[src/ipra_pkg.sv]
// shared widths, codes and types for the io port range allocator
// no dependencies
package ipra_pkg;

  localparam int IPRA_DEPTH = 32;
  localparam int PORT_W     = 18;
  localparam int SIZE_W     = 17;
  localparam int END_W      = 19;

  localparam logic [PORT_W-1:0] SENTINEL_START = 18'h20000;
  localparam logic [PORT_W-1:0] SENTINEL_STOP  = 18'h20001;
  localparam logic [PORT_W-1:0] BASE_RESET     = 18'h00400;
  localparam logic [PORT_W-1:0] PORT_MAX       = 18'h3ffff;
  localparam logic [PORT_W-1:0] VGA_A_LO       = 18'h002b0;
  localparam logic [END_W-1:0]  VGA_A_END      = 19'h002e0;
  localparam logic [PORT_W-1:0] VGA_B_LO       = 18'h003c0;
  localparam logic [END_W-1:0]  VGA_B_END      = 19'h003db;

  typedef enum logic [1:0] {
    CMD_FIXED = 2'd0,
    CMD_ANY   = 2'd1,
    CMD_FREE  = 2'd2,
    CMD_CHECK = 2'd3
  } cmd_t;

  typedef enum logic [1:0] {
    STAT_OK      = 2'd0,
    STAT_REFUSED = 2'd1,
    STAT_FULL    = 2'd2
  } status_t;

  typedef enum logic [1:0] {
    CELL_HOLD  = 2'd0,
    CELL_LOAD  = 2'd1,
    CELL_LEFT  = 2'd2,
    CELL_RIGHT = 2'd3
  } cell_op_t;

  typedef struct packed {
    logic stop_gt_port;
    logic start_lt_stopq;
    logic start_ge_port;
    logic start_eq_port;
    logic access_hit;
  } cell_flags_t;

endpackage

[src/ipra_cell.sv]
// one table entry of the range chain: holds a range, shifts to/from neighbours
// and compares it against the current item; uses ipra_pkg
module ipra_cell import ipra_pkg::*; #(
  parameter bit IS_HEAD = 1'b0
) (
  input  logic              clk,
  input  logic              rst_n,
  input  cell_op_t          op,
  input  logic [PORT_W-1:0] load_start,
  input  logic [PORT_W-1:0] load_stop,
  input  logic [PORT_W-1:0] left_start,
  input  logic [PORT_W-1:0] left_stop,
  input  logic [PORT_W-1:0] right_start,
  input  logic [PORT_W-1:0] right_stop,
  input  logic [PORT_W-1:0] port,
  input  logic [END_W-1:0]  stopq,
  input  logic [END_W-1:0]  rend,
  output logic [PORT_W-1:0] start,
  output logic [PORT_W-1:0] stop,
  output cell_flags_t       flags
);

  logic [PORT_W-1:0] start_r;
  logic [PORT_W-1:0] stop_r;

  always_ff @(posedge clk) begin
    if (IS_HEAD && !rst_n) begin
      start_r <= SENTINEL_START;
      stop_r  <= SENTINEL_STOP;
    end else begin
      case (op)
        CELL_LOAD: begin
          start_r <= load_start;
          stop_r  <= load_stop;
        end
        CELL_LEFT: begin
          start_r <= left_start;
          stop_r  <= left_stop;
        end
        CELL_RIGHT: begin
          start_r <= right_start;
          stop_r  <= right_stop;
        end
        default: begin
          start_r <= start_r;
          stop_r  <= stop_r;
        end
      endcase
    end
  end

  assign start = start_r;
  assign stop  = stop_r;

  always_comb begin
    flags.stop_gt_port   = stop_r > port;
    flags.start_lt_stopq = {1'b0, start_r} < stopq;
    flags.start_ge_port  = start_r >= port;
    flags.start_eq_port  = start_r == port;
    flags.access_hit     = (port >= start_r && port < stop_r) ||
                           (port <= start_r && rend > {1'b0, start_r});
  end

endmodule

[config.mk]
export PLATFORM = sky130hd
export DESIGN_NAME = ipra_cell
export DESIGN_NICKNAME = d
export VERILOG_FILES = /design/src/ipra_pkg.sv /design/src/ipra_cell.sv
export SDC_FILE = /design/constraint.sdc
export NUM_CORES = 1
export LEC_CHECK = 0
export ABC_AREA = 1
export BUFFER_PORTS_ARGS = -buffer_cell sky130_fd_sc_hd__buf_4
export CAP_MARGIN = 20
export CORE_AREA = 3 3 108 110
export CTS_BUF_LIST = sky130_fd_sc_hd__clkbuf_16
export DETAILED_ROUTE_END_ITERATION = 8
export DIE_AREA = 0 0 111 113
export PLACE_DENSITY = 0.67
export SETUP_SLACK_MARGIN = 0.02
export SKIP_CTS_REPAIR_TIMING = 1
export SLEW_MARGIN = 20
export SYNTH_ARGS = -nofsm -noshare
export SYNTH_HDL_FRONTEND = slang
export SYNTH_SLANG_ARGS = --single-unit
[constraint.sdc]
create_clock -name clk -period 1.7 [get_ports clk]
set_input_delay 0.34 -clock clk [delete_from_list [all_inputs] [get_ports clk]]
set_output_delay 0.34 -clock clk [all_outputs]
set_load 0.03 [all_outputs]
* After elaboration in Yosys (flattened, before gate mapping) *
Cells that the tools add are included.

word-level totals
  register bits = 36

operators by class
  order comparisons = 7
  equal/unequal tests = 4
  multiplexer cells = 2
  reduce and logical (&&, ||, !) cells = 4

operators by type and width
  operator                                       count
  one-hot mux 18 bit (3 select lines)            2
  greater-or-equal comparator 18 bit             2
  > comparator 19 x 18 -> 1 bit                  1
  < comparator 18 x 19 -> 1 bit                  1
  == test 18 bit                                 1
  > comparator 18 bit                            1
  <= comparator 18 bit                           1
  < comparator 18 bit                            1
  == test 2 bit, second input constant           2
  nonzero test 3 bit                             1
  == test 2 x 1 -> 1 bit, second input constant  1
  logical AND 1 bit                              2
  logical OR 1 bit                               1

* Logic depth before layout (Yosys ltp) *
Gate-level depths: netlist of run 1.

  depth in word-level cells = 3
  depth in mapped cells = 13
  depth with buffers taken out = 13

* Worst setup path before layout of run 1 *
OpenSTA, ideal clock, no wires.

  kind = register -> output
  start point = register stop_r[9], in the netlist stop[9]
  end point = output flags[0] (netlist name)
  arrival time = 1.829 ns
  required time = 1.360 ns
  slack = -0.469 ns
  stages on the path, launching flop included = 11
  buffers on the path = 0
  cells stage by stage = edfxtp_1 -> inv_1 -> ha_1 -> a21o_1 -> nor2_1 -> nand2_1 -> nand2_1 -> nand2_1 -> nor2_2 -> nand2_1 -> nand2_2

RTL lines
  what                    line             RTL
  start, declared         ipra_cell.sv:24  logic [PORT_W-1:0] stop_r;
  start signal, assigned  ipra_cell.sv:34  stop_r <= load_stop;
  start signal, assigned  ipra_cell.sv:38  stop_r <= left_stop;
  start signal, assigned  ipra_cell.sv:42  stop_r <= right_stop;
  end, declared           ipra_cell.sv:20  output cell_flags_t flags

==> results of run 1 <==
-- stage by stage --
| step | cell area (um^2) | util, % | setup WS, ns | total power [uW] |
|---|---|---|---|---|
| final | 6271 | 58.10 | -0.6084 | 4288 |
| after CTS | 5934 | 54.98 | -0.6876 | 4134 |
| after global placement | 5771 | 53.47 | -0.4000 | 3035 |
| after floorplan | 3800 | - | -0.3595 | 2185 |
| after detailed placement | 5771 | 53.47 | -0.4267 | 3091 |
| after global routing | 6271 | 58.10 | -0.6965 | 4577 |
-- logic make-up (layout without fill, tap and decap cells) --
| family | Yosys count | in the layout | synth area share [%] |
|---|---|---|---|
| AOI/OAI and AO/OA | 36 | 36 | 5.345 |
| buffers and inverters | 89 | 341 | 9.378 |
| DFF | 36 | 36 | 29.04 |
| and+or+nand+nor | 270 | 270 | 32.71 |
| adders and majority gates | 70 | 70 | 23.53 |
-- power by group through the flow --
stage	clock network [uW]	registers (uW)	logic (uW)
final	1020	1200	2060
after global placement	0	1220	1820
after CTS	1050	1200	1880
after detailed placement	0	1220	1870
after floorplan	0	1400	781
after global routing	1090	1220	2270
-- cells in the mapped netlist (all sizes together) --
cell type / count
nand3b: 1
clkinv: 1
o211ai: 1
nand3: 82
nor2: 27
o21ai: 3
or2: 1
a21o: 4
and2: 1
ha: 70
inv: 74
a21oi: 27
buf: 14
edfxtp: 36
nand4: 6
nor3: 2
a211oi: 1
nand2: 150
-- worst max path at each step --
stage | cells past startpoint | from | end
after global placement | 10 | port[17] | flags[0]
final | 7 | start[14] | flags[3]
after global routing | 11 | start[14] | flags[0]
after detailed placement | 10 | port[17] | flags[0]
after floorplan | 13 | start[13] | flags[0]
after CTS | 10 | stop[17] | flags[0]
-- registers in the layout (all words and copies together), names as in the netlist --
name and flops:
start 18, stop 18
-- cell type report --
class	instances	area, um^2
Sequential cell	36	1081
Timing Repair Buffer	258	1952
Tap cell	140	175.2
Fill cell	975	4522
Clock inverter	3	38.79
Multi-Input combinational cell	376	2613
Clock buffer	5	125.1
Inverter	75	286.5
-- per-layer routing --
layer | GRT usage, % | wire length, um | vias to the layer above
met4 | 6.322 | 382 | 0
met5 | 0 | 0 | -
met1 | 24.43 | 5495 | 1909
met2 | 36.73 | 6968 | 135
met3 | 3.048 | 747 | 27
li1 | - | - | 2167
==> metrics.md, run 1 <==
| Metric | Value |
|---|---|
| Run status | complete, but fails checks |
| Failing checks | setup timing |
| Leakage | 0.003289 uW |
| Drt first pass iters | 4 |
| Root buf cell | clkbuf_16 |
| Final std cells w/o fill | 893 |
| Main area contributors after synthesis | edfxtp_1, ha_1, nand2_1, nand3_1, inv_1 |
| Core area | 0.01079 mm^2 |
| Number of instances in the placed design | 875 |
| Hold endpoint | start[0] |
| Starting density of the core | 34.49% |
| Setup TNS | -2.786 ns |
| DRC viols | 0 |
| WHS Path Cells | 3 |
| Antenna violations before repair | 0 |
| FP Rows | 38 |
| Final setup viols | 5 |
| Area Growth Syn to Fin | 68.47% |
| Chip height | 113 um |
| Worst-Margin Slew | 0.8593 ns |
| Top-area cell type share of the netlist area | 29.04% |
| Sequential fraction of the synthesis area | 29.04% |
| Slack of the critical path | -0.6084 ns |
| Final ANT Viol Nets | 0 |
| Hold slack | roughly 0.33 ns |
| Slew Limit Fails | 0 |
| Avg Cell Area, Syn | 7.430 um^2 |
| Total gr overflow | 0 |
| Crit path time final | 2.308 ns |
| Worst hold path class | primary input to flip-flop |
| Share of cells above drive strength 1 | 45.02% |
| Post-Synthesis Cells | ~500 |
| Sw frac | 35.23% |
| H-tree levels | 2 |
| CTS tree | yes |
| Num CTS Buffers | 5 |
| Diode count | 0 |
| Vias in the first global route | about 4,200 |
| Post-Syn Nets | about 740 |
| P per Cell Area | 683.8 mW/mm^2 |
| RSZ-0062 raised after global routing | true |
| WS Path Type | flip-flop to output port |
| Crit path DAT | 1.97 ns |
| Vias per cell | 4.746 |
| CP max-delay cell | edfxtp_1 |
| Seq cells post-synth | 36 |
| Worst Setup Start Kind | flip-flop |
| Critical-path cell list | ha_1, a21oi_1, o21ai_0, a21oi_2, nand2_1, a21oi_4, buf_6 |
| Net Sw Power | 1511 uW |
| Number of top-level pins | roughly 210 |
| Internal power | 2777 uW |
| Nets@finish | between 900 and 1,000 |
| Total of max-cap violations | 0 |
| Dominant cell type by area after synthesis | edfxtp_1 |
| Most frequent cells in the layout | buf_4, nand2_1, nand3_1 |
| DP Wirelength | 11,450 um |
| Comb pwr share | 48.0% |
| CP max FO | 3 |
| WP buf/inv | 1 |
| Slew margin rel. | 42.71% |
| Buffers on Ports | a little over 200 |
| Cell Area, Synth | 0.003722 mm^2 |
| Count of final hold-check violations | 0 |
| Fmax | 433.2 MHz |
| Critical path's top delay family | compound AO/OA/AOI/OAI gates |
| Fin crit share | 135.8% |
| Min-delay src | left_start[0] |
| Synth cell types | 27 |
| Routed length per instance | 15.22 um |
| Pin count of the biggest net entering global routing | 37 |
| Die X | 111 um |
| DIE AREA | 0.01254 mm^2 |
| Crit-path max cell delay | roughly 0.44 ns |
| Endpoint class of the critical path | output port |
| Clk pwr share | 23.9% |
| RePlAce Congestion | 0.8955 |
| Drt initial violations | 164 |
| Synth Warn # | 0 |
| Commonest non-fill, non-tap cell in the layout | buf_4 |
| Clock tree buffer depth | 2 |
| GR Util All Layers | ~20% |
| Peak VDD IR | 0.3739 mV |
| First-pass GRT wire length | 20,240 um |
| Clock-pin slew on the worst setup and hold paths | 0.06 ns |
| Sink Count | 36 |
| CP required | 1.36 ns |
| Routed WL | 13,590 um |
| Via count | 4,238 |
| Flop pwr share | 28.1% |
Note: power is estimated with default switching activity, not from simulation.
==> inputs of run 2 (changes only) <==
- PLACE_DENSITY: 0.67 -> 0.75
==> run 2 against run 1 <==
The flow still finishes with violations (setup timing). Setup slack lost 0.023 ns. Global-route usage shrank 0.12 points. Maximum frequency shrank 0.99%. Die area is the same. Combinational power shrank 3%. Flip-flop and latch count is the same. Total power shrank 5.3%. Sequential power is essentially flat. Utilization shrank 1.2 points. Clock power shrank 16%.
==> metrics.md, run 2 (synthesis results as in run 1) <==
| Metric | Value |
|---|---|
| Min-delay src | left_start[3] |
| Worst Setup Start Kind | flip-flop |
| WHS Path Cells | 3 |
| Nets@finish | 992 |
| CP required | 1.36 ns |
| Leakage | 0.003296 uW |
| Hold endpoint | start[3] |
| DP Wirelength | between 10,000 and 15,000 um |
| DRC viols | 0 |
| Routed length per instance | 14.99 um |
| Setup TNS | -2.679 ns |
| Crit path DAT | 1.99 ns |
| Vias per cell | between 4 and 5 |
| Failing checks | setup timing |
| Vias in the first global route | approximately 4,300 |
| Peak VDD IR | 0.3890 mV |
| DIE AREA | 0.01254 mm^2 |
| Run status | complete, but fails checks |
| Number of top-level pins | 209 |
| Num CTS Buffers | 5 |
| GR Util All Layers | 20.02% |
| Crit path time final | 2.332 ns |
| Pin count of the biggest net entering global routing | 37 |
| RSZ-0062 raised after global routing | true |
| RePlAce Congestion | about 0.91 |
| Slew margin rel. | 41.51% |
| Starting density of the core | 34.49% |
| Clock-pin slew on the worst setup and hold paths | 0.06 ns |
| Chip height | 113 um |
| Share of cells above drive strength 1 | 42.25% |
| Worst-Margin Slew | 0.8774 ns |
| Slack of the critical path | -0.6316 ns |
| Fin crit share | 137.2% |
| Hold slack | 0.3467 ns |
| Count of final hold-check violations | 0 |
| Number of instances in the placed design | 882 |
| CP max FO | 3 |
| FP Rows | 38 |
| Commonest non-fill, non-tap cell in the layout | buf_4 |
| CTS tree | yes |
| P per Cell Area | ~660 mW/mm^2 |
| Diode count | 0 |
| Drt first pass iters | 4 |
| Total of max-cap violations | 0 |
| Area Growth Syn to Fin | 64.87% |
| Slew Limit Fails | 0 |
| Total Power | 4061 uW |
| Worst hold path class | primary input to flip-flop |
| Final ANT Viol Nets | 0 |
| Final std cells w/o fill | 895 |
| Final setup viols | 5 |
| Most frequent cells in the layout | buf_4, nand2_1, nand3_1 |
| Clock tree buffer depth | 2 |
| H-tree levels | 2 |
| Critical path origin | start[11] |
| Routed WL | between 10,000 and 15,000 um |
| Fillers | roughly 970 |
| Total gr overflow | 0 |
| Via count | around 4,300 |
| Die X | 111 um |
| Antenna violations before repair | 0 |
| Endpoint class of the critical path | output port |
| Core area | 0.01079 mm^2 |
| Root buf cell | clkbuf_16 |
| Sink Count | 36 |
| WS Path Type | flip-flop to output port |
| Fmax | between 400 and 500 MHz |
| Drt initial violations | just under 200 |
| Buffers on Ports | approximately 210 |
| First-pass GRT wire length | 20,300 um |
## run 2: worst max path at each step
stage / to / slack [ns] / depth (start not counted)
2_1_floorplan: flags[0] / -0.36 / 13
3_3_place_gp: flags[0] / -0.39 / 10
3_5_place_dp: flags[0] / -0.42 / 10
4_1_cts: flags[0] / -0.67 / 10
5_1_grt: flags[0] / -0.71 / 9
6_report: flags[0] / -0.63 / 10
## run 2: power by group
part	internal [uW]	switching [uW]
sequential	1110	95.0
combinational	954	1050
clock	527	326
## run 2: layer usage
layer  vias to the layer above  global-route usage, %  routed length, um
li1                       2163                      -                  -
met1                      1965                  23.66               5335
met2                       176                  37.50               6989
met3                        20                  2.888                770
met4                         0                  6.076                324
met5                         -                      0                  0
## run 2: cell type report
cell class	count	area [um^2]	share of cell area [%]
Multi-Input combinational cell	376	2487	40.53
Timing Repair Buffer	260	1971	32.11
Sequential cell	36	1081	17.61
Clock inverter	3	11.26	0.1835
Clock buffer	5	125.1	2.039
Tap cell	140	175.2	2.854
Inverter	75	286.5	4.669
## run 2: through the flow
| stage | worst slack (ns) | cell area, um^2 | utilization (%) |
|---|---|---|---|
| 5_1_grt | -0.7105 | 6137 | 56.86 |
| 3_3_place_gp | -0.3945 | 5823 | 53.95 |
| 4_1_cts | -0.6717 | 5959 | 55.22 |
| 3_5_place_dp | -0.4186 | 5823 | 53.95 |
| 6_report | -0.6316 | 6137 | 56.86 |
| 2_1_floorplan | -0.3595 | 3800 | - |
## run 2: worst max-delay path, stage by stage (launching register included)
cell and delay [ns]:
edfxtp_1 0.44, inv_2 0.08, buf_4 0.14, ha_1 0.28, nand3_2 0.10, nor3_4 0.23
nand2_1 0.11, nand3_2 0.10, nand3_4 0.08, nand2_4 0.06, buf_6 0.12
==> inputs of run 3 (changes only) <==
- BUFFER_PORTS_ARGS: -buffer_cell sky130_fd_sc_hd__buf_4 -> -buffer_cell sky130_fd_sc_hd__buf_2
- REMOVE_ABC_BUFFERS: default -> 1
==> run 3 against run 2 <==
Total power shrank 7.3%. The flow still finishes with violations (setup timing). Die area is the same. First-iteration DRC count shrank 31%.
==> metrics.md, run 3 (synthesis results as in run 1) <==
| Metric | Value |
|---|---|
| Chip height | 113 um |
| Fin crit share | 132.4% |
| Sw frac | a little under two fifths |
| Die X | 111 um |
| Clock tree buffer depth | 2 |
| Area Growth Syn to Fin | 46.35% |
| Clk pwr share | 23.4% |
| Fin area | 0.005448 mm^2 |
| Slack of the critical path | -0.5512 ns |
| Diode count | 0 |
| Slew margin rel. | between 40% and 50% |
| Final ANT Viol Nets | 0 |
| Leakage | 0.002977 uW |
| CTS tree | yes |
| Count of final hold-check violations | 0 |
| Number of top-level pins | 209 |
| Flop pwr share | 31.2% |
| Final std cells w/o fill | approximately 870 |
| Comb pwr share | 45.4% |
| Internal power | roughly 2300 uW |
| Worst-Margin Slew | 0.8265 ns |
| P per Cell Area | about 690 mW/mm^2 |
| Clock-pin slew on the worst setup and hold paths | 0.06 ns |
| Total of max-cap violations | 0 |
| Hold slack | ~0.34 ns |
| Buffers on Ports | 207 |
| Routed WL | ~11,000 um |
| CP required | ~1.4 ns |
| First-pass GRT wire length | 17,620 um |
| Most frequent cells in the layout | buf_2, nand2_1, nand3_1 |
| Number of instances in the placed design | 852 |
| Crit path DAT | 1.91 ns |
| Drt initial violations | 137 |
| RePlAce Congestion | about 0.8 |
| Sink Count | 36 |
| Drt first pass iters | 4 |
| CP max FO | 2 |
| Vias per cell | roughly 4.7 |
| Via count | 4,058 |
| DP Wirelength | a little over 9000 um |
| Slew Limit Fails | 0 |
| Share of cells above drive strength 1 | 41.68% |
| Total gr overflow | 0 |
| Fmax | 444.2 MHz |
| Vias in the first global route | roughly 3,800 |
| Run status | complete, but fails checks |
| Min-delay src | left_stop[10] |
| Num CTS Buffers | 5 |
| Net Sw Power | 1423 uW |
| Critical path origin | start[13] |
| RSZ-0062 raised after global routing | true |
| Routed length per instance | 13.24 um |
| Fillers | 1,094 |
| Worst hold path class | primary input to flip-flop |
| DRC viols | 0 |
| GR Util All Layers | 17.11% |
| Root buf cell | clkbuf_16 |
| Nets@finish | ~960 |
| Commonest non-fill, non-tap cell in the layout | buf_2 |
| Endpoint class of the critical path | output port |
| Setup TNS | -2.421 ns |
| Final setup viols | 5 |
| Peak VDD IR | between 0.4 and 0.5 mV |
| DIE AREA | 0.01254 mm^2 |
| Pin count of the biggest net entering global routing | 37 |
| Crit path time final | 2.251 ns |
| Worst Setup Start Kind | flip-flop |
| Dpl cell area | 0.005002 mm^2 |
| H-tree levels | 2 |
| WS Path Type | flip-flop to output port |
| FP Rows | 38 |
| Core area | 0.01079 mm^2 |
| Total Power | 3766 uW |
| Antenna violations before repair | 0 |
| Starting density of the core | 34.49% |
| Failing checks | setup timing |
==> run 3: layout make-up <==
class                   count  area, um^2  share of cell area [%]
clock buffers               5       125.1                   2.297
flip-flops and latches     36        1081                   19.84
repair buffers            232        1242                   22.81
multi-input cells         376        2530                   46.44
well taps                 140       175.2                   3.215
clock inverters             3       11.26                  0.2067
inverters                  75       282.8                   5.191
==> run 3: worst max-delay path, cell delays in order (launching register included) <==
cell and delay (ns):
edfxtp_1 0.41, buf_4 0.16, ha_1 0.26, nand2_1 0.10
o21ai_0 0.12, a21oi_2 0.19, nand2_1 0.07, a21oi_1 0.11
buf_2 0.22
==> run 3: power by group through the flow <==
stage / combinational, uW / clock (uW) / sequential (uW)
global route: 1920 / 940 / 1190
floorplan: 712 / 0 / 1400
finish: 1710 / 881 / 1180
global placement: 1520 / 0 / 1190
CTS: 1540 / 916 / 1170
detailed placement: 1530 / 0 / 1190
==> run 3: path summary, 6_finish.rpt <==
| check | end | depth (start not counted) |
|---|---|---|
| worst max-delay path | flags[3] | 8 |
| worst min-delay path | stop[10] | 3 |
==> run 3: routing by layer <==
metal,part of all wire (%),wire length (um),vias up,global-route usage [%]
li1,-,-,2114,-
met1,42,4851,1782,21.23
met2,48,5539,143,29.69
met3,7.5,856,19,3.957
met4,2.0,229,0,5.172
met5,0,0,-,0
==> run 3: metrics by stage <==
step / utilization (%) / worst slack (ns)
finish: 50.48 / -0.5512
CTS: 47.61 / -0.6463
global placement: 46.35 / -0.3554
detailed placement: 46.35 / -0.3709
global route: 50.48 / -0.6673
floorplan: - / -0.4693
