==> config.mk <==
export PLATFORM = sky130hd
export DESIGN_NAME = ipra_align
export DESIGN_NICKNAME = d
export VERILOG_FILES = /design/src/ipra_pkg.sv /design/src/ipra_align.sv
export SDC_FILE = /design/constraint.sdc
export NUM_CORES = 1
export LEC_CHECK = 0
export BUFFER_PORTS_ARGS = -buffer_cell sky130_fd_sc_hd__buf_4
export CORE_MARGIN = 5
export CORE_UTILIZATION = 38
export CTS_CLUSTER_SIZE = 16
export DETAILED_ROUTE_END_ITERATION = 6
export HOLD_SLACK_MARGIN = 0.06
export PLACE_DENSITY = 0.63
export REMOVE_ABC_BUFFERS = 1
export SLEW_MARGIN = 20
export SYNTH_ARGS = -nofsm -noshare
export SYNTH_HDL_FRONTEND = slang
export SYNTH_SLANG_ARGS = --single-unit
==> constraint.sdc <==
create_clock -name clk -period 3.2 [get_ports clk]
set_input_delay 0.16 -clock clk [delete_from_list [all_inputs] [get_ports clk]]
set_output_delay 0.16 -clock clk [all_outputs]
set_load 0.05 [all_outputs]
==> src/ipra_pkg.sv <==
// shared widths, codes and types for the io port range allocator
// no dependencies
package ipra_pkg;

  localparam int IPRA_DEPTH = 32;
  localparam int PORT_W     = 18;
  localparam int SIZE_W     = 17;
  localparam int END_W      = 19;

  localparam logic [PORT_W-1:0] SENTINEL_START = 18'h20000;
  localparam logic [PORT_W-1:0] SENTINEL_STOP  = 18'h20001;
  localparam logic [PORT_W-1:0] BASE_RESET     = 18'h00400;
  localparam logic [PORT_W-1:0] PORT_MAX       = 18'h3ffff;
  localparam logic [PORT_W-1:0] VGA_A_LO       = 18'h002b0;
  localparam logic [END_W-1:0]  VGA_A_END      = 19'h002e0;
  localparam logic [PORT_W-1:0] VGA_B_LO       = 18'h003c0;
  localparam logic [END_W-1:0]  VGA_B_END      = 19'h003db;

  typedef enum logic [1:0] {
    CMD_FIXED = 2'd0,
    CMD_ANY   = 2'd1,
    CMD_FREE  = 2'd2,
    CMD_CHECK = 2'd3
  } cmd_t;

  typedef enum logic [1:0] {
    STAT_OK      = 2'd0,
    STAT_REFUSED = 2'd1,
    STAT_FULL    = 2'd2
  } status_t;

  typedef enum logic [1:0] {
    CELL_HOLD  = 2'd0,
    CELL_LOAD  = 2'd1,
    CELL_LEFT  = 2'd2,
    CELL_RIGHT = 2'd3
  } cell_op_t;

  typedef struct packed {
    logic stop_gt_port;
    logic start_lt_stopq;
    logic start_ge_port;
    logic start_eq_port;
    logic access_hit;
  } cell_flags_t;

endpackage

==> src/ipra_align.sv <==
// rounds a range stop up to a multiple of the alignment, one remainder bit
// per cycle; uses ipra_pkg
module ipra_align import ipra_pkg::*; (
  input  logic              clk,
  input  logic              rst_n,
  input  logic              go,
  input  logic [PORT_W-1:0] dividend,
  input  logic [SIZE_W-1:0] divisor,
  output logic              done,
  output logic [END_W-1:0]  rounded
);

  localparam int CNT_W = $clog2(PORT_W);

  logic              busy_r;
  logic              done_r;
  logic [CNT_W-1:0]  cnt_r;
  logic [PORT_W-1:0] dq_r;
  logic [PORT_W-1:0] hold_r;
  logic [SIZE_W-1:0] rem_r;
  logic [SIZE_W:0]   trial;
  logic [SIZE_W:0]   diff;

  assign trial = {rem_r, dq_r[PORT_W-1]};
  assign diff  = trial - {1'b0, divisor};

  always_ff @(posedge clk) begin
    if (!rst_n) begin
      busy_r <= 1'b0;
      done_r <= 1'b0;
      cnt_r  <= '0;
    end else begin
      done_r <= 1'b0;
      if (go) begin
        busy_r <= 1'b1;
        cnt_r  <= '0;
      end else if (busy_r) begin
        cnt_r <= cnt_r + 1'b1;
        if (cnt_r == CNT_W'(PORT_W - 1)) begin
          busy_r <= 1'b0;
          done_r <= 1'b1;
        end
      end
    end
  end

  always_ff @(posedge clk) begin
    if (go) begin
      dq_r   <= dividend;
      hold_r <= dividend;
      rem_r  <= '0;
    end else if (busy_r) begin
      dq_r  <= {dq_r[PORT_W-2:0], 1'b0};
      rem_r <= (trial >= {1'b0, divisor}) ? diff[SIZE_W-1:0] : trial[SIZE_W-1:0];
    end
  end

  assign done    = done_r;
  // stop plus the distance to the next multiple
  assign rounded = (rem_r == '0) ? {1'b0, hold_r}
                 : {1'b0, hold_r} + END_W'(divisor) - END_W'(rem_r);

endmodule

Word-level counts from Yosys, hierarchy flattened
Index checks and enable logic that the tools add are counted.
W data, S select, Z words.
{"block": "word_totals", "register_bits": 60, "word_cells": 26}
{"block": "classes", "n_addsub": 4, "mux": 8, "n_eq_ne": 1, "reduce_logical": 4, "order_cmp": 1, "bitwise": 2}
{"op": "$mux W18", "n": 2}
{"op": "$add A18 B17 Y19", "n": 1}
{"op": "$mux W19", "n": 1}
{"op": "$sub A19 B17 Y19", "n": 1}
{"op": "$ge A18 B17 Y1", "n": 1}
{"op": "$logic_not A17 Y1", "n": 1}
{"op": "$mux W17", "n": 1}
{"op": "$sub A17 B17 Y17", "n": 1}
{"op": "$add A5 B1 Y5 const B", "n": 1}
{"op": "$eq A5 B5 Y1 const B", "n": 1}
{"op": "$mux W1", "n": 4}
{"op": "$reduce_or A3 Y1", "n": 1}
{"op": "$not A1 Y1", "n": 2}
{"op": "$reduce_bool A2 Y1", "n": 1}
{"op": "$reduce_or A2 Y1", "n": 1}

Longest topological paths before layout
Gate-level depths: netlist (run 1).
{"block": "depth", "word_depth": 4, "depth_mapped": 12, "mapped_depth_nobuf": 12}

Least setup slack after synthesis (run 1)
No wires, ideal clock.
{"block": "synth_timing", "kind": "register -> output", "start": "register hold_r[1]", "end": "output rounded[14]", "required_ns": 3.040, "path_buffers": 0, "setup_slack_ns": -0.590, "arrival_time_ns": 3.630, "path_stages_with_launch": 12, "path_cell_list": "edfxtp_1 > inv_1 > fa_1 > inv_1 > fa_1 > a21o_1 > a221oi_1 > o21a_1 > o21ai_0 > a21oi_1 > xor2_1 > o21ai_0"}
{"block": "synth_between", "elab_chain_cells": 3}
{"item": "from (decl)", "line_no": "ipra_align.sv:19", "source": "logic [PORT_W-1:0] hold_r;"}
{"item": "from (signal assigned)", "line_no": "ipra_align.sv:50", "source": "hold_r <= dividend;"}
{"item": "$add A18 B17 Y19", "line_no": "ipra_align.sv:61", "source": ": {1'b0, hold_r} + END_W'(divisor) - END_W'(rem_r);"}
{"item": "$sub A19 B17 Y19", "line_no": "ipra_align.sv:61"}
{"item": "$mux W19", "line_no": "ipra_align.sv:60", "source": "assign rounded = (rem_r == '0) ? {1'b0, hold_r}"}
{"item": "to (decl)", "line_no": "ipra_align.sv:10", "source": "output logic [END_W-1:0] rounded"}
No other way between the ends.

Worst setup path in the final report (run 1)
{"block": "layout_timing", "start": "register hold_r[1]", "end": "output rounded[10]"}
Same word-level chain as after synthesis.

==> impl_results.md, run 1 <==
* Design Power at 4.25 mW
* DIE HEIGHT at 123 um
* Routed Antenna Nets at 0
* First-pass GRT wire length at between 20 and 25 mm
* Max-slew headroom at roughly 48%
* Worst endpoint required time at ~3 ns
* DP Area at 5640 sq um
* Clk root buf: clkbuf_16
* FF-to-FF Start: dq_r[17]$_DFFE_PP_
* Slowest CP cell: fa_1
* Clock Skews at 0.00623 ns
* Yosys reg bits at 60
* H-tree depth at 3
* Logic pwr share at 54.1%
* Die X at about 120 um
* Fill cell count at 1,182
* GRT Overall Usage at 17.1%
* CP most frequent cell: inv_2
* Syn avg cell area at between 9 and 10 sq um
* GPL Wtd Cong at about 0.9
* N_diodes at 0
* WP data arrival at 3.21 ns
* Worst Max-Slew Pin Slew at 0.785 ns
* Crit Path Max Fanout at 3
* Main synth FF type: edfxtp_1
* NetSw at 1.77 mW
* Hold Crit Class: in2reg
* Critical Path Source Type: flop
* WS Path Type: reg2out
* DRT Pass-1 Iters at 6
* Slowest stage delay, CP at 0.50 ns
* Remaining routing DRC violations at 0
* Max Freq at around 300 MHz
* Cell Count Post-Placement at between 700 and 800
* Starting Density at 38.7%
* Ys Warns at 0
* Synth cell types at 57
* Seq pwr share at around 22%
* GRT overflow at 0
* Share of layout cells above drive strength 1 at approximately a quarter
* Port bufs at 57
* TNS Setup at -1.08 ns
* CTS clk-pin slew, worst paths at 0.05 ns
* Largest net degree at the start of global routing at 53
* Initial antenna violation count at 0
* Switching share of power at about two fifths
* Critical Path Sink Type: output pin
* CTS buffer count at 9
* Unrepaired setup endpoints after global routing: yes
* Worst r2r dst: rem_r[10]$_SDFFE_PP0P_
* Clock share of power at 23.8%
* Cell row count at 41
* Fin nets at between 700 and 800
* Area grow syn2layout at 31.4%
* Initial drt markers at 378
* Worst setup margin at -0.170 ns
* Hpwl dp at ~9.6 mm
* Final setup fails at 9
* Wirelength per Cell at between 15 and 20 um
* Reg2Reg Setup Slack at around 0.46 ns
* Violated checks: setup timing
* Asr flop ratio synth at 0%
* Cell count of the worst reg-to-reg path at 11
* CTS Buffer Depth at 2
* # IOs at between 50 and 60
* Power density over cell area at 662 nW/um^2
* EDFF count, synth at 36
* Worst setup path start: hold_r[1]$_DFFE_PP_
* Setup crit end: rounded[10]
* Dominant cell type by area after synthesis: edfxtp_1
* Minimum clock period at roughly 3.4 ns
* Worst-Skew Late Latency at roughly 0.33 ns
* Non-Filler Instances at between 800 and 900
* CTS tree: yes
* Number of global-route vias before repair at between 4,000 and 5,000
* Cell internal pwr at roughly 2.5 mW
* Max cap viols at 0
* Largest cells by area after synthesis: edfxtp_1 22%, dfxtp_1 9.8%, ha_1 9.7%
* Worst vdd ir at roughly 0.20 mV
* Max-slew violations at 0
* Status: complete, but fails checks
* Cell Area, Synth at 4880 sq um
* Share of the synthesized area in the top cell type at 22.2%
* Final Cycle Share at 105%
* Register area share after synthesis at between 30% and 40%
* Via density at a little over 5
* Crit path cell chain: inv_2 -> fa_1 -> inv_2 -> fa_2 -> a21o_1 -> a221oi_4 -> nor2_2 -> o41a_1 -> xor2_1 -> nor2_1 -> a21oi_1 -> buf_4
* Cells after Synth at ~530
* Final WL at around 13 mm
* Finished Core Util at around half
* Vias at ~4,200
* Non-Filler Cell Area, Final at roughly 6400 sq um
* Final hold violation count at 0
* Die area at around 15,000 sq um
* Num Clock Sinks at 60
* LEAKAGE at between 2 and 3 nW
* Core area at between 10,000 and 15,000 sq um
[synthesized netlist by cell type (4+ instances only)]
| cell | number |
|---|---|
| a211oi_1 | 18 |
| a21o_1 | 10 |
| a21oi_1 | 34 |
| a31oi_1 | 5 |
| and3_1 | 8 |
| buf_2 | 4 |
| clkbuf_1 | 11 |
| dfxtp_1 | 24 |
| edfxtp_1 | 36 |
| fa_1 | 18 |
| ha_1 | 38 |
| inv_1 | 74 |
| mux2_2 | 20 |
| mux2i_1 | 12 |
| nand2_1 | 31 |
| nand2b_1 | 8 |
| nand3_1 | 9 |
| nand4_1 | 12 |
| nor2_1 | 40 |
| nor2b_1 | 6 |
| nor3_1 | 4 |
| nor4_1 | 6 |
| o21a_1 | 6 |
| o21ai_0 | 26 |
| xnor2_1 | 19 |
| xor2_1 | 12 |
[cell type report]
cell class | instances | area, sq um | area share [%]
Multi-Input combinational cell | 377 | 3120 | 48.6
Clock inverter | 3 | 43.8 | 0.683
Inverter | 75 | 282 | 4.39
Timing Repair Buffer | 115 | 920 | 14.3
Sequential cell | 60 | 1560 | 24.4
Clock buffer | 13 | 272 | 4.23
Tap cell | 172 | 215 | 3.36
[kinds of logic (layout without fill, tap and decap cells)]
| logic type | count (synthesis) | count (layout) | synth area share (%) |
|---|---|---|---|
| buffers and inverters | 95 | 206 | 7.92 |
| adder cells (fa/ha/maj) | 56 | 56 | 17.1 |
| multiplexers | 32 | 32 | 7.08 |
| AND/OR/NAND/NOR | 133 | 133 | 13.5 |
| flip-flops | 60 | 60 | 32.0 |
| AO/OA/AOI/OAI | 125 | 125 | 16.8 |
| XOR/XNOR | 31 | 31 | 5.56 |
[what timing repair did]
action	in CTS	in global routing
pin swaps	19	13
hold endpoints to repair	18	0
endpoints found under the setup margin	13	11
resized for setup	33	12
hold buffers	18	0
setup buffers	6	6
[placed cells by master, fill, tap and decap left out, types with 18 or more instances in the layout]
cell and count:
nor2_1 39, a21oi_1 33, ha_1 31, dfxtp_1 24, mux2_2 20, o21ai_0 18, dlygate4sd3_1 18, buf_4 94
nand2_1 31, xnor2_1 19, inv_1 69, edfxtp_1 36
[worst max-delay path: cells and delay by family (launching register included)]
family | cells | cell delay [ns]
DFF | 1 | 0.36
AOI/OAI and AO/OA | 4 | 1.08
xor gates and xnor gates | 1 | 0.15
and+or+nand+nor | 2 | 0.12
buffers and inverters | 3 | 0.30
adders and majority gates | 2 | 0.86
[metrics by stage]
step	hold slack [ns]	setup WS, ns
2_1_floorplan	0.233	-1.77
3_5_place_dp	0.348	-0.140
4_1_cts	0.0656	-0.260
3_3_place_gp	0.346	-0.0385
6_report	0.0796	-0.170
5_1_grt	0.118	-0.309
[worst min-delay path by stage]
stage,endpoint,from,cells after the start
after floorplan,rem_r[0]$_SDFFE_PP0P_,go,1
after global routing,busy_r$_SDFF_PN0_,rst_n,2
after CTS,busy_r$_SDFF_PN0_,rst_n,2
after detailed placement,hold_r[2]$_DFFE_PP_,dividend[2],1
final,busy_r$_SDFF_PN0_,rst_n,2
after global placement,hold_r[8]$_DFFE_PP_,dividend[8],1
[power groups by stage]
stage / Sequential [mW] / Combinational, mW / Clock [mW]
6_report: 0.940 / 2.30 / 1.01
5_1_grt: 0.946 / 2.47 / 1.06
4_1_cts: 0.939 / 2.22 / 1.03
3_5_place_dp: 0.955 / 2.06 / 0
3_3_place_gp: 0.954 / 2.04 / 0
2_1_floorplan: 0.943 / 1.44 / 0
[sequential cells by signal, indices dropped and copies added, names as in the netlist]
| register | cells |
|---|---|
| hold_r | 18 |
| done | 1 |
| dq_r | 18 |
| rem_r | 17 |
| cnt_r | 5 |
| busy_r | 1 |
[layer usage]
| metal | vias to the layer above | wire (um) | track usage, % |
|---|---|---|---|
| met5 | - | 0 | 0 |
| met4 | 0 | 219 | 5.61 |
| met3 | 17 | 535 | 2.01 |
| met2 | 97 | 6120 | 29.0 |
| met1 | 1985 | 5670 | 22.6 |
| li1 | 2079 | - | - |
No activity file was read; power rests on OpenSTA's default activity.
==> inputs of run 2 (changes only) <==
Settings changed: ABC_AREA set to 1, CTS_CLUSTER_DIAMETER set to 30.
==> run 2 against run 1 <==
Net effect:
- the run now ends clean
- first-iteration DRC count grew 7.4%
- core utilization down 3.6 points
- combinational power shrank 55%
- non-clock buffer count down 37
- clock power rose by 9.9%
- setup slack gained 0.37 ns
- hold slack worse by 0.0093 ns
- global-route usage up 0.95 points
- final cell count is 31% higher
- highest routed layer unchanged
==> impl_results.md, run 2 <==
* Status: finished clean
* Crit Path Max Fanout at 5 (+2)
* Postcts setup bufs at 0 (-6)
* Cells after Synth at 806 (+52%)
* Vias at 5,075 (+21%)
* Seq pwr share at 29.4% (+7.3 points)
* Final setup fails at 0 (-9)
* Die X at 130 um (+5.3%)
* Cell with the most instances after synthesis: nand2_1
* Cell Count Post-Placement at 1,034 (+34%)
* Non-Filler Instances at 1,067 (+31%)
* Starting Density at 39.1% (+0.39 points)
* Main synth FF type: edfxtp_1
* Hold Crit Class: in2reg
* N_diodes at 0 (unchanged)
* Register area share after synthesis at 28.6% (-3.4 points)
* CTS tree: yes
* Clock share of power at 36.6% (+13 points)
* Core area at 14,000 sq um (+11%)
* Logic pwr share at 34.0% (-20 points)
* NetSw at 1.05 mW (-40%)
* Top Registers: dq_r x18, hold_r x18, rem_r x17
* CTS clk-pin slew, worst paths at 0.06 ns (about the same)
* Largest cells by area after synthesis: edfxtp_1 20%, nand2_1 18%, inv_1 12%
* Slowest CP cell: fa_1
* Max Freq at 333 MHz (+12%)
* Cell internal pwr at 1.99 mW (-20%)
* Initial drt markers at 406 (+7.4%)
* Dominant cell type by area after synthesis: edfxtp_1
* Max-slew headroom at 60.0% (+12 points)
* Synth top cells by count: 264 x nand2_1, 173 x inv_1, 75 x nand3_1
* Non-Filler Cell Area, Final at 6600 sq um (+3.0%)
* Number of global-route vias before repair at 4,767 (+15%)
* Share of the synthesized area in the top cell type at 19.8% (-2.4 points)
* Commonest non-fill, non-tap cell in the layout: nand2_1
* Slowest stage delay, CP at 0.52 ns (+0.02 ns)
* Minimum clock period at 3.00 ns (-0.371 ns)
* GRT Overall Usage at 18.0% (+0.95 points)
* Most frequent cells in the layout: 261 x nand2_1, 173 x inv_1, 75 x nand3_1
* Area grow syn2layout at 20.9%
* Worst endpoint required time at 3.04 ns (about the same)
* Clock Skews at 0.00474 ns (-0.00149 ns)
* Worst Max-Slew Pin Slew at 0.599 ns (-0.186 ns)
* CTS buffer count at 9 (unchanged)
* Power density over cell area at 461 nW/um^2 (-30%)
* Synth cell types at 43 (-25%)
* DIE HEIGHT at 130 um (+5.3%)
* Initial antenna violation count at 0 (unchanged)
* Fin nets at 976 (+33%)
* Wirelength per Cell at 13.8 um (-10%)
* Hold_ws at 0.0703 ns (-0.00927 ns)
* Final WL at 14.7 mm (+17%)
* # IOs at 58 (unchanged)
* DRT Pass-1 Iters at 5 (-1)
* GRT overflow at 0 (unchanged)
* Ys Warns at 0 (unchanged)
* CP most frequent cell: nand3_1
* H-tree depth at 3 (unchanged)
* Worst vdd ir at 0.303 mV (+50%)
* Routed Antenna Nets at 0 (unchanged)
* Design Power at 3.04 mW (-28%)
* Switching share of power at 34.7% (-6.9 points)
* Final Cycle Share at 93.7% (-12 points)
* Yosys reg bits at 60 (unchanged)
* Crit path cell chain: inv_1 -> fa_1 -> inv_1 -> ha_1 -> nand2_1 -> nor2_1 -> nand3_1 -> nand3_1 -> nand2_1 -> nand3b_1 -> nand3_1 -> o21ai_0 -> buf_4
* Worst-Skew Late Latency at 0.32 ns (about the same)
* Unrepaired setup endpoints after global routing: yes
* Largest net degree at the start of global routing at 41 (-23%)
* First-pass GRT wire length at 23.8 mm (+16%)
* Max cap viols at 0 (unchanged)
* DP Area at 6070 sq um (+7.5%)
* Cell Area, Synth at 5460 sq um (+12%)
* Syn avg cell area at 6.78 sq um (-26%)
* Remaining routing DRC violations at 0 (unchanged)
* GPL Wtd Cong at 0.903 (-0.47%)
* Critical Path Sink Type: output pin
* EDFF count, synth at 36 (unchanged)
* Via density at 4.76 (-7.2%)
* LEAKAGE at 3.54 nW (+25%)
* Num Clock Sinks at 60 (unchanged)
* Asr flop ratio synth at 0% (unchanged)
* Max-slew violations at 0 (unchanged)
* Cell row count at 43 (+4.9%)
* Critical Path Source Type: flop
* Die area at 16,900 sq um (+11%)
* Port bufs at 57 (unchanged)
* WS Path Type: reg2out
* Hpwl dp at 11.8 mm (+23%)
* Share of layout cells above drive strength 1 at 11.8% (-15 points)
* Final hold violation count at 0 (unchanged)
* Clk root buf: clkbuf_16
* WP data arrival at 2.84 ns (-0.37 ns)
* CTS Buffer Depth at 2 (unchanged)
run 2: changes by cell type in the layout (fill, tap and decap cells not counted), moves of 16 or more:
cell	change
nand2_1	+230
inv_1	+104
nand3_1	+66
buf_4	-35
mux2_2	-20
a211oi_1	-16
run 2: path summary, 6_finish.rpt:
kind	start	end	slack [ns]	depth (start not counted)
max	hold_r[8]$_DFFE_PP_	rounded[13]	0.20	13
min	rst_n	busy_r$_SDFF_PN0_	0.07	3
max reg2reg	dq_r[17]$_DFFE_PP_	rem_r[4]$_SDFFE_PP0P_	0.94	11
min reg2reg	cnt_r[4]$_SDFFE_PP0P_	cnt_r[4]$_SDFFE_PP0P_	0.49	1
run 2: routing by layer:
layer / vias to the layer above / share of wire, % / track usage (%)
li1: 2661 / - / -
met1: 2244 / 48 / 26.3
met2: 158 / 44 / 28.0
met3: 12 / 6.3 / 3.11
met4: 0 / 1.1 / 3.97
met5: - / 0 / 0
run 2: cell families after synthesis:
group	share of synthesized area (%)
DFF	28.6
buffers and inverters	13.6
AOI/OAI and AO/OA	6.23
adders and majority gates	15.3
xor gates and xnor gates	2.08
and+or+nand+nor	34.3
run 2: final cells by class:
cell class                 count  area (sq um)
clock inverter                 7           115
inverter                     176           661
timing repair buffer          78           636
sequential                    60          1560
fill                        1394          7380
tap                          180           225
clock buffer                   9           225
multi-input combinational    557          3180
run 2: power by group through the flow:
| stage | registers, mW | clock network (mW) | logic [mW] |
|---|---|---|---|
| floorplan | 0.901 | 0 | 0.710 |
| global placement | 0.908 | 0 | 0.999 |
| detailed placement | 0.909 | 0 | 1.00 |
| CTS | 0.894 | 1.13 | 1.02 |
| global route | 0.900 | 1.16 | 1.16 |
| finish | 0.894 | 1.11 | 1.04 |
run 2: repair_timing:
action	CTS	global route
setup endpoints to repair	0	6
hold buffers	17	0
endpoints found under the hold margin	17	0
resized for setup	0	12
run 2: critical path, delay by kind of cell, from the launching register on:
family / cells / cell delay [ns]
adder cells (fa/ha/maj): 2 / 0.88
buffers and inverters: 3 / 0.37
AO/OA/AOI/OAI: 1 / 0.09
flip-flops: 1 / 0.32
AND/OR/NAND/NOR: 7 / 0.85
run 2: through the flow:
stage / utilization (%) / TNS [ns] / worst slack, ns
after floorplan: - / 0 / 0.156
after global placement: 43.4 / 0 / 0.476
after detailed placement: 43.4 / 0 / 0.447
after CTS: 47.0 / 0 / 0.0926
after global routing: 47.2 / -0.00684 / -0.00684
final: 47.2 / 0 / 0.200
==> inputs of run 3 (changes only) <==
Settings changed: CORE_MARGIN 5 to 2, CTS_CLUSTER_DIAMETER 30 to 60.
==> run 3 against run 2 <==
Net effect:
- critical path depth is the same
- final cell count is the same
- via count grew 0.99%
- first-iteration DRC count shrank 5.2%
- critical path type unchanged
- largest power group is now combinational cells
- highest routed layer unchanged
==> impl_results.md, run 3 (synthesis results as in run 2) <==
* Status: finished clean
* Initial antenna violation count at 0 (unchanged)
* Initial drt markers at 385 (-5.2%)
* Hold Crit Class: in2reg
* Max cap viols at 0 (unchanged)
* Die area at 15,400 sq um (-9.0%)
* CP most frequent cell: nand3_1
* LEAKAGE at 3.49 nW (-1.2%)
* Worst r2r dst: rem_r[3]$_SDFFE_PP0P_
* Final setup fails at 0 (unchanged)
* Most frequent cells in the layout: 263 x nand2_1, 173 x inv_1, 75 x nand3_1
* Critical Path Source Type: flop
* GPL Wtd Cong at 0.908 (+0.56%)
* Top Registers: dq_r x18, hold_r x18, rem_r x17
* Hpwl dp at 11.7 mm (-0.98%)
* N_diodes at 0 (unchanged)
* Finished Core Util at 46.6% (-0.63 points)
* Hold Path Depth at 1 (-2)
* Cell count of the worst reg-to-reg path at 11 (unchanged)
* Area grow syn2layout at 19.3%
* Slowest CP cell: fa_1
* Crit path cell chain: inv_1 -> fa_1 -> inv_1 -> ha_1 -> nand2_1 -> nor2_1 -> nand3_1 -> nand3_1 -> nand2_1 -> nand3b_1 -> nand3_1 -> o21ai_0 -> buf_4
* Non-Filler Cell Area, Final at 6520 sq um (-1.3%)
* First-pass GRT wire length at 23.5 mm (-1.3%)
* Fin nets at 976 (unchanged)
* Largest net degree at the start of global routing at 41 (unchanged)
* Endpoint, Worst Hold: hold_r[1]$_DFFE_PP_
* CTS tree: yes
* Cell row count at 43 (unchanged)
* Power density over cell area at 425 nW/um^2 (-7.7%)
* Via density at 4.80 (+0.99%)
* Core area at 14,000 sq um (unchanged)
* GRT overflow at 0 (unchanged)
* Non-Filler Instances at 1,067 (unchanged)
* H-tree depth at 3 (unchanged)
* Hold Crit Start: dividend[1]
* Crit Path Max Fanout at 5 (unchanged)
* Routed Antenna Nets at 0 (unchanged)
* Num Clock Sinks at 60 (unchanged)
* FF-to-FF Start: dq_r[17]$_DFFE_PP_
* Share of layout cells above drive strength 1 at 11.4% (-0.45 points)
* Clock Skews at 0.00714 ns (+0.00240 ns)
* Max Freq at 333 MHz (-0.13%)
* Worst endpoint required time at 3.04 ns (about the same)
* CTS buffer count at 9 (unchanged)
* # IOs at 58 (unchanged)
* Number of global-route vias before repair at 4,624 (-3.0%)
* Slowest stage delay, CP at 0.50 ns (-0.02 ns)
* TNS Setup at 0 ns (unchanged)
* Commonest non-fill, non-tap cell in the layout: nand2_1
* Reg2Reg Setup Slack at 0.92 ns (-0.02 ns)
* Wirelength per Cell at 13.7 um (-0.52%)
* Worst vdd ir at 0.289 mV (-4.8%)
* CTS clk-pin slew, worst paths at 0.05 ns (about the same)
* Fill cell count at 1,457 (+4.5%)
* CTS Buffer Depth at 2 (unchanged)
* Vias at 5,125 (+0.99%)
* Cell Count Post-Placement at 1,033 (-0.097%)
* Max-slew headroom at 60.5% (+0.47 points)
* Final WL at 14.7 mm (-0.52%)
* WP data arrival at 2.84 ns (about the same)
* DIE HEIGHT at 124 um (-4.6%)
* Final Cycle Share at 93.9% (+0.12 points)
* Unrepaired setup endpoints after global routing: no
* Critical Path Sink Type: output pin
* Remaining routing DRC violations at 0 (unchanged)
* DP Area at 6060 sq um (-0.12%)
* Final hold violation count at 0 (unchanged)
* Clk root buf: clkbuf_16
* Worst Max-Slew Pin Slew at 0.592 ns (-0.00706 ns)
* Max-slew violations at 0 (unchanged)
* Port bufs at 57 (unchanged)
* Worst-Skew Late Latency at 0.33 ns (about the same)
* Design Power at 2.77 mW (-8.9%)
* GRT Overall Usage at 20.1% (+2.1 points)
* Die X at 124 um (-4.6%)
* DRT Pass-1 Iters at 5 (unchanged)
* Minimum clock period at 3.00 ns (+0.00386 ns)
* WS Path Type: reg2out
* Starting Density at 39.1% (unchanged)
==> run 3: how the worst max path moves through the flow <==
stage | start | end | slack (ns) | cells after the start
2_1_floorplan | hold_r[1]$_DFFE_PP_ | rounded[6] | 0.16 | 10
3_3_place_gp | hold_r[0]$_DFFE_PP_ | rounded[10] | 0.51 | 17
3_5_place_dp | hold_r[0]$_DFFE_PP_ | rounded[10] | 0.48 | 17
4_1_cts | hold_r[0]$_DFFE_PP_ | rounded[10] | 0.13 | 17
5_1_grt | hold_r[6]$_DFFE_PP_ | rounded[13] | 0.02 | 13
6_report | hold_r[6]$_DFFE_PP_ | rounded[13] | 0.20 | 13
==> run 3: where the power goes <==
group | leakage [nW] | internal [mW] | switching [mW] | total [mW]
Clock | 0.123 | 0.518 | 0.337 | 0.854
Sequential | 0.555 | 0.874 | 0.0229 | 0.896
Combinational | 2.82 | 0.352 | 0.668 | 1.02
==> run 3: layout make-up <==
class | count | area (sq um) | area share (%)
Timing Repair Buffer | 78 | 636 | 9.75
Multi-Input combinational cell | 557 | 3170 | 48.7
Tap cell | 180 | 225 | 3.46
Sequential cell | 60 | 1560 | 24.0
Clock buffer | 11 | 233 | 3.57
Inverter | 176 | 661 | 10.1
Clock inverter | 5 | 28.8 | 0.442
==> run 3: metrics by stage <==
step / hold WS [ns] / setup slack (ns)
3_3_place_gp: 0.353 / 0.513
3_5_place_dp: 0.352 / 0.481
2_1_floorplan: 0.259 / 0.156
6_report: 0.0797 / 0.196
5_1_grt: 0.0627 / 0.0157
4_1_cts: 0.0610 / 0.131
==> run 3: metal layers <==
layer	up-vias	GRT usage, %	part of all wire (%)
met4	0	3.93	0.84
met1	2300	28.5	48
li1	2669	-	-
met5	-	0	0
met3	8	3.53	6.8
met2	148	32.3	45
==> run 3: worst max-delay path: cells and delay by family, from the launching register on <==
kind	cells	cell delay, ns
fa+ha+maj	2	0.86
flops	1	0.42
simple gates	7	0.78
buf+inv	3	0.36
compound gates	1	0.10
==> run 3: timing repair <==
action | in CTS | in global routing
hold endpoints to repair | 17 | 0
hold buffers | 17 | 0
endpoints found under the setup margin | 0 | 6
gates resized for setup | 0 | 7
setup buffers | 0 | 1
